`config.mk`:
```
export PLATFORM = sky130hd
export DESIGN_NAME = mfir_ctrl
export DESIGN_NICKNAME = d
export VERILOG_FILES = /design/src/mfir_pkg.sv /design/src/mfir_ctrl.sv
export SDC_FILE = /design/constraint.sdc
export NUM_CORES = 1
export LEC_CHECK = 0
export ABC_CLOCK_PERIOD_IN_PS = 4790
export BUFFER_PORTS_ARGS = -buffer_cell sky130_fd_sc_hd__buf_2
export CORE_UTILIZATION = 40
export CTS_BUF_LIST = sky130_fd_sc_hd__clkbuf_16
export CTS_CLUSTER_SIZE = 16
export DETAILED_ROUTE_END_ITERATION = 10
export PLACE_DENSITY = 0.61
export SETUP_SLACK_MARGIN = 0.15
export SYNTH_ARGS = -nofsm -noshare
export SYNTH_HDL_FRONTEND = slang
export SYNTH_SLANG_ARGS = --single-unit
```
`constraint.sdc`:
```
create_clock -name i_clk -period 4.79 [get_ports i_clk]
set_input_delay 0.958 -clock i_clk [delete_from_list [all_inputs] [get_ports i_clk]]
set_output_delay 0.958 -clock i_clk [all_outputs]
set_load 0.005 [all_outputs]
```
`src/mfir_pkg.sv`:
```
`timescale 1ns / 1ps
// ----------------------------------------------------------------------------
// mfir_pkg
// Shared sizes, codes and controller-to-datapath types for the multichannel
// FIR filter unit.
// ----------------------------------------------------------------------------
package mfir_pkg;

    // Storage limits and the widths that follow from them.
    localparam int MAX_TAPS     = 256;
    localparam int MAX_CHANNELS = 8;
    localparam int TAP_W        = $clog2(MAX_TAPS);
    localparam int CH_W         = $clog2(MAX_CHANNELS);
    localparam int HIST_DEPTH   = MAX_TAPS * MAX_CHANNELS;
    localparam int HIST_AW      = $clog2(HIST_DEPTH);

    // Field widths of the channels and registers.
    localparam int SAMPLE_W     = 24;
    localparam int COEF_W       = 24;
    localparam int FUNC_W       = 2;
    localparam int TAP_IDX_W    = 8;
    localparam int CHAN_OUT_W   = 3;
    localparam int CHAN_CNT_W   = 4;
    localparam int TAP_CNT_W    = 9;
    localparam int LAT_W        = 16;
    localparam int CFG_IDX_W    = 2;
    localparam int CFG_DATA_W   = 16;

    // Arithmetic: exact products summed over up to MAX_TAPS terms.
    localparam int PROD_W       = SAMPLE_W + COEF_W;
    localparam int ACC_W        = PROD_W + TAP_W + 1;
    localparam int FRAC_SHIFT   = 22;
    localparam int SAT_MAX      = 8388607;
    localparam int SAT_MIN      = -8388608;

    // Operation codes of an input transaction.
    typedef enum logic [FUNC_W-1:0] {
        FUNC_SAMPLE = 2'd0,
        FUNC_COEF   = 2'd1,
        FUNC_CLEAR  = 2'd2
    } t_func;

    // Configuration register indexes.
    typedef enum logic [CFG_IDX_W-1:0] {
        CFG_CHANNELS = 2'd0,
        CFG_TAPS     = 2'd1,
        CFG_LATENCY  = 2'd2
    } t_cfg_idx;

    // Commands from the controller to the datapath.
    typedef struct packed {
        logic                  hist_we;
        logic [HIST_AW-1:0]    hist_waddr;
        logic                  coef_we;
        logic [TAP_W-1:0]      coef_waddr;
        logic                  rd_en;
        logic [HIST_AW-1:0]    hist_raddr;
        logic [TAP_W-1:0]      coef_raddr;
        logic                  acc_clr;
        logic                  out_load;
        logic [CHAN_OUT_W-1:0] out_channel;
    } t_dp_cmd;

    // Status from the datapath to the controller.
    typedef struct packed {
        logic pipe_busy;
        logic out_free;
    } t_dp_sts;

endpackage

```
`src/mfir_ctrl.sv`:
```
`timescale 1ns / 1ps
// ----------------------------------------------------------------------------
// mfir_ctrl
// Controller: configuration registers, stream counters and the sequencer that
// steps the shared multiply-accumulate through the taps of one sample.
// ----------------------------------------------------------------------------
module mfir_ctrl
    import mfir_pkg::*;
(
    input  logic                  i_clk,
    input  logic                  i_rst_n,
    input  logic                  i_cfg_we,
    input  logic [CFG_IDX_W-1:0]  i_cfg_index,
    input  logic [CFG_DATA_W-1:0] i_cfg_data,
    input  logic                  i_in_valid,
    input  logic [FUNC_W-1:0]     i_in_func,
    input  logic [TAP_IDX_W-1:0]  i_in_tap_index,
    output logic                  o_in_ready,
    input  t_dp_sts               i_sts,
    output t_dp_cmd               o_cmd
);
    typedef enum logic [3:0] {
        ST_IDLE   = 4'b0001,
        ST_MAC    = 4'b0010,
        ST_DRAIN  = 4'b0100,
        ST_FINISH = 4'b1000
    } t_state;

    t_state                r_state, n_state;
    logic [CHAN_CNT_W-1:0] r_chan_cnt;
    logic [TAP_CNT_W-1:0]  r_tap_cnt;
    logic [LAT_W-1:0]      r_lat;
    logic [TAP_W-1:0]      r_wpos, n_wpos;
    logic [CH_W-1:0]       r_cur, n_cur;
    logic [TAP_W:0]        r_valid, n_valid;
    logic [LAT_W-1:0]      r_dropped, n_dropped;
    logic [CH_W-1:0]       r_ch, n_ch;
    logic [TAP_W-1:0]      r_pos, n_pos;
    logic [TAP_W-1:0]      r_u, n_u;
    logic [TAP_W-1:0]      r_last, n_last;
    logic                  r_emit, n_emit;

    logic                  accept;
    logic [CHAN_CNT_W-1:0] eff_ch;
    logic [TAP_CNT_W-1:0]  eff_taps;
    logic [TAP_W+1:0]      valid_p1;
    logic [TAP_W+1:0]      n_taps;
    logic [CH_W-1:0]       cur_ch;
    logic                  frame_end;

    assign o_in_ready = (r_state == ST_IDLE);
    assign accept     = i_in_valid && o_in_ready;

    // Effective channel and tap counts, clamped into the supported range.
    always_comb begin
        if (r_chan_cnt == '0) begin
            eff_ch = CHAN_CNT_W'(1);
        end else if (r_chan_cnt > CHAN_CNT_W'(MAX_CHANNELS)) begin
            eff_ch = CHAN_CNT_W'(MAX_CHANNELS);
        end else begin
            eff_ch = r_chan_cnt;
        end
        if (r_tap_cnt == '0) begin
            eff_taps = TAP_CNT_W'(1);
        end else if (r_tap_cnt > TAP_CNT_W'(MAX_TAPS)) begin
            eff_taps = TAP_CNT_W'(MAX_TAPS);
        end else begin
            eff_taps = r_tap_cnt;
        end
    end

    // Channel of this sample, number of taps to walk and frame boundary.
    always_comb begin
        cur_ch    = ({1'b0, r_cur} >= CH_W'(0) + eff_ch) ? '0 : r_cur;
        valid_p1  = {1'b0, r_valid} + (TAP_W + 2)'(1);
        n_taps    = ((TAP_W + 2)'(eff_taps) < valid_p1) ? (TAP_W + 2)'(eff_taps) : valid_p1;
        frame_end = ({1'b0, cur_ch} + CHAN_CNT_W'(1)) >= eff_ch;
    end

    // Configuration registers; the user is to write them only while idle, the block itself does not enforce it.
    always_ff @(posedge i_clk) begin
        if (!i_rst_n) begin
            r_chan_cnt <= CHAN_CNT_W'(1);
            r_tap_cnt  <= TAP_CNT_W'(1);
            r_lat      <= '0;
        end else if (i_cfg_we) begin
            unique case (i_cfg_index)
                CFG_CHANNELS: r_chan_cnt <= i_cfg_data[CHAN_CNT_W-1:0];
                CFG_TAPS:     r_tap_cnt  <= i_cfg_data[TAP_CNT_W-1:0];
                CFG_LATENCY:  r_lat      <= i_cfg_data[LAT_W-1:0];
                default: ;
            endcase
        end
    end

    // Sequencer and stream counters.
    always_comb begin
        n_state   = r_state;
        n_wpos    = r_wpos;
        n_cur     = r_cur;
        n_valid   = r_valid;
        n_dropped = r_dropped;
        n_ch      = r_ch;
        n_pos     = r_pos;
        n_u       = r_u;
        n_last    = r_last;
        n_emit    = r_emit;

        o_cmd             = '0;
        o_cmd.hist_waddr  = {cur_ch, r_wpos};
        o_cmd.coef_waddr  = i_in_tap_index[TAP_W-1:0];
        o_cmd.hist_raddr  = {r_ch, r_pos - r_u};
        o_cmd.coef_raddr  = r_u;
        o_cmd.out_channel = CHAN_OUT_W'(r_ch);

        unique case (r_state)
            ST_IDLE: begin
                if (accept) begin
                    unique case (i_in_func)
                        FUNC_SAMPLE: begin
                            // Store the sample and start a new sum.
                            o_cmd.hist_we = 1'b1;
                            o_cmd.acc_clr = 1'b1;
                            n_ch    = cur_ch;
                            n_pos   = r_wpos;
                            n_u     = '0;
                            n_last  = TAP_W'(n_taps - (TAP_W + 2)'(1));
                            n_emit  = (r_dropped >= r_lat);
                            n_state = ST_MAC;
                            if (frame_end) begin
                                n_cur  = '0;
                                n_wpos = r_wpos + TAP_W'(1);
                                if (r_valid < (TAP_W + 1)'(MAX_TAPS)) begin
                                    n_valid = r_valid + (TAP_W + 1)'(1);
                                end
                                if (r_dropped < r_lat) begin
                                    n_dropped = r_dropped + LAT_W'(1);
                                end
                            end else begin
                                n_cur = cur_ch + CH_W'(1);
                            end
                        end
                        FUNC_COEF: begin
                            o_cmd.coef_we = 1'b1;
                        end
                        FUNC_CLEAR: begin
                            n_wpos    = '0;
                            n_cur     = '0;
                            n_valid   = '0;
                            n_dropped = '0;
                        end
                        default: ;
                    endcase
                end
            end
            ST_MAC: begin
                // Issue one tap read per cycle.
                o_cmd.rd_en = 1'b1;
                n_u         = r_u + TAP_W'(1);
                if (r_u == r_last) begin
                    n_state = ST_DRAIN;
                end
            end
            ST_DRAIN: begin
                if (!i_sts.pipe_busy) begin
                    n_state = ST_FINISH;
                end
            end
            ST_FINISH: begin
                if (!r_emit) begin
                    n_state = ST_IDLE;
                end else if (i_sts.out_free) begin
                    o_cmd.out_load = 1'b1;
                    n_state        = ST_IDLE;
                end
            end
            default: n_state = ST_IDLE;
        endcase
    end

    always_ff @(posedge i_clk) begin
        if (!i_rst_n) begin
            r_state   <= ST_IDLE;
            r_wpos    <= '0;
            r_cur     <= '0;
            r_valid   <= '0;
            r_dropped <= '0;
            r_emit    <= 1'b0;
        end else begin
            r_state   <= n_state;
            r_wpos    <= n_wpos;
            r_cur     <= n_cur;
            r_valid   <= n_valid;
            r_dropped <= n_dropped;
            r_emit    <= n_emit;
        end
    end

    // Per-sample working registers.
    always_ff @(posedge i_clk) begin
        r_ch   <= n_ch;
        r_pos  <= n_pos;
        r_u    <= n_u;
        r_last <= n_last;
    end
endmodule

```
==> flow_metrics.env <==
export IMPL_status="complete, no violations"
export IMPL_clkTransAtPathRegs_ns=0.07
export IMPL_synth_area_um2=5876
export IMPL_drv_cap=0
export IMPL_final_nets=809
export IMPL_cts_root_buf="clkbuf_16"
export IMPL_drive_gt1_frac=0.1306
export IMPL_cts_tree="yes"
export IMPL_synth_common_cells="85 x nand2_1, 70 x dfxtp_1, 64 x nor2_1"
export IMPL_max_freq_ghz=0.2413
export IMPL_synth_edf_count=27
export IMPL_synth_top_cell_area_share=0.2385
export IMPL_cts_repair_resized=0
export IMPL_endpoint_kind="flop"
export IMPL_cp_arrival_ns=4.37
export IMPL_setup_violations=0
export IMPL_critical_path_endpoint="r_dropped[8]$_SDFFE_PN0P_"
export IMPL_die_height_um=123.2
export IMPL_cts_buffers_inserted=9
export IMPL_ir_worst_vdd_v=0.0002223
export IMPL_dp_hpwl_um=10730
export IMPL_p_total_mw=2.021
export IMPL_p_leak_nw=2.695
export IMPL_syn_inst=693
export IMPL_globalplace_congestion=0.8667
export IMPL_drt_pass1_iter_count=5
export IMPL_viasPerCell=5.530
export IMPL_setup_tns_ns=0
export IMPL_synth_area_leaders="dfxtp_1 24%, edfxtp_1 14%, ha_1 9.4%"
export IMPL_htree_levels=3
export IMPL_route_detailed_wl_per_inst_um=15.34
export IMPL_fin_cells=915
export IMPL_io_pins=81
export IMPL_rsz0062_at_grt="false"
export IMPL_core_um2=14100
export IMPL_hold_violations=0
export IMPL_antenna_left=0
export IMPL_nFillCells=1409
export IMPL_synth_flop_cell="dfxtp_1"
export IMPL_path_class="reg2reg"
export IMPL_yosys_area_top_type="dfxtp_1"
export IMPL_die_area_um2=15180
export IMPL_synth_seq_area_share=0.3765
export IMPL_reg2regPathDepth=17
export IMPL_cts_buffer_depth=2
export IMPL_antennaDiodeCount=0
export IMPL_grt_first_pass_wirelength_um=23380
export IMPL_layout_setup_ws_ns=0.6458
export IMPL_routed_wl_um=14040
export IMPL_synth_most_common_cell="nand2_1"
export IMPL_gr_usage_all_layers=0.1974
export IMPL_die_x_um=123.2
export IMPL_yosysWarnings=0
export IMPL_pre_cts_ws_ns=0.4873
export IMPL_ff_latch_area_um2=2212
export IMPL_fin_crit_sh=0.8652
export IMPL_crit_fanout=17
export IMPL_fin_skew_ns=0.01137
export IMPL_fin_crit_ns=4.144
export IMPL_initial_core_util=0.4168
export IMPL_crit_start="r_chan_cnt[1]$_SDFFE_PN0P_"
export IMPL_postCtsSetupRepairBufs=0
export IMPL_worstPathRequired_ns=5.02
export IMPL_grt_ovfl_total=0
export IMPL_area_growth_pct=11.18
export IMPL_power_density_nw_per_um2=309.3
export IMPL_rr_endpoint="r_dropped[8]$_SDFFE_PN0P_"
export IMPL_ys_types=60
export IMPL_syn_nets=772
export IMPL_grt_start_max_net_pins=39
export IMPL_synth_area_per_cell_um2=8.479
export IMPL_grt_pass1_vias=4796
export IMPL_fin_hold_ws_ns=0.4536
export IMPL_worst_pin_slew_ns=1.160
export IMPL_multiInputGateArea_um2=3289
export IMPL_ys_seq_elements=97
export IMPL_via_count=5060
export IMPL_drc=0
export IMPL_cts_sinks=97
export IMPL_drt_initial_drc_count=405
export IMPL_rrSetupSlack_ns=0.65
export IMPL_ctsHoldBuffers=0
export IMPL_placed_cells=899
export IMPL_clk_insertion_delay_late_ns=0.35
export IMPL_antenna_found_initial=0
export IMPL_worstHoldPathType="reg2reg"
export IMPL_rr_startpoint="r_chan_cnt[1]$_SDFFE_PN0P_"
export IMPL_startpoint_type="flop"
export IMPL_rows=43
export IMPL_ys_async_sr_fraction=0
export IMPL_finalMaxSlewViolations=0
export IMPL_relSlewSlack=0.2262
export IMPL_port_buffers=64
==> worst min path at each step <==
stage	start	endpoint	slack [ns]	cells past startpoint
3_3_place_gp	r_lat[11]$_SDFFE_PN0P_	r_lat[11]$_SDFFE_PN0P_	0.45	2
3_5_place_dp	r_lat[10]$_SDFFE_PN0P_	r_lat[10]$_SDFFE_PN0P_	0.45	2
2_1_floorplan	r_lat[10]$_SDFFE_PN0P_	r_lat[10]$_SDFFE_PN0P_	0.44	2
4_1_cts	r_lat[10]$_SDFFE_PN0P_	r_lat[10]$_SDFFE_PN0P_	0.46	2
5_1_grt	r_lat[11]$_SDFFE_PN0P_	r_lat[11]$_SDFFE_PN0P_	0.48	2
6_report	r_lat[10]$_SDFFE_PN0P_	r_lat[10]$_SDFFE_PN0P_	0.45	2
==> routing by layer <==
layer | part of all wire | track usage
met2 | 0.46 | 0.3258
met3 | 0.047 | 0.03782
met4 | 0.015 | 0.06325
met1 | 0.48 | 0.2590
met5 | 0 | 0
==> where the power goes <==
group / internal, mW / switching, mW / total (mW)
Sequential: 0.885 / 0.0399 / 0.925
Clock: 0.404 / 0.318 / 0.722
Combinational: 0.154 / 0.220 / 0.374
==> area by class of cell <==
cell class,instances,share of cell area
Clock inverter,7,0.01053
Timing Repair Buffer,67,0.05248
Tap cell,180,0.03448
Clock buffer,9,0.03448
Multi-Input combinational cell,510,0.5035
Sequential cell,97,0.3386
Inverter,45,0.02586
==> critical path: stages (launching register included) <==
cell and delay (ns):
dfxtp_1 0.36, nor2_1 0.06, nor2_1 0.15, nor2_1 0.09
ha_1 0.26, nand2b_1 0.14, a21o_1 0.18, a21oi_1 0.14
nor2_1 0.10, nor2_1 0.28, ha_1 0.31, ha_1 0.29
inv_1 0.04, o21ai_0 0.33, nand3_2 0.36, or4_1 0.61
o311ai_1 0.24, nand2_1 0.08
==> cell usage in the layout, fill, tap and decap left out, types with 8 or more instances in the layout <==
| master | Yosys | layout |
|---|---|---|
| nand2_1 | 85 | 85 |
| a21o_1 | 9 | 9 |
| edfxtp_1 | 27 | 27 |
| xnor2_1 | 23 | 23 |
| o21ai_0 | 18 | 18 |
| buf_2 | 1 | 64 |
| nor2b_1 | 15 | 15 |
| ha_1 | 44 | 44 |
| nor3_1 | 23 | 23 |
| clkbuf_16 | 0 | 9 |
| or3_1 | 9 | 9 |
| nand4_1 | 13 | 13 |
| a21oi_1 | 49 | 49 |
| xor2_1 | 16 | 16 |
| nor4_1 | 9 | 9 |
| dfxtp_1 | 70 | 70 |
| mux2i_1 | 22 | 22 |
| and3_1 | 8 | 8 |
| nand2b_1 | 9 | 9 |
| nor2_1 | 64 | 64 |
| inv_1 | 44 | 44 |
| nand3_1 | 26 | 26 |
==> cell families after synthesis <==
family	share of synthesized area
compound gates	0.1178
xor+xnor	0.05813
fa+ha+maj	0.09710
buf+inv	0.06473
flops	0.3765
mux	0.03939
simple gates	0.2464
==> registers in the layout, summed over array words and instances (netlist names), 8 cells and up <==
| signal | count |
|---|---|
| r_dropped | 16 |
| r_last | 8 |
| r_lat | 16 |
| r_pos | 8 |
| r_tap_cnt | 9 |
| r_u | 8 |
| r_valid | 9 |
| r_wpos | 8 |
==> metrics by stage <==
step,area (um2),utilization
floorplan,5876,-
global placement,6232,0.4421
detailed placement,6232,0.4421
CTS,6526,0.4630
global route,6533,0.4634
finish,6533,0.4634
Power figures use the tool's default switching activity.
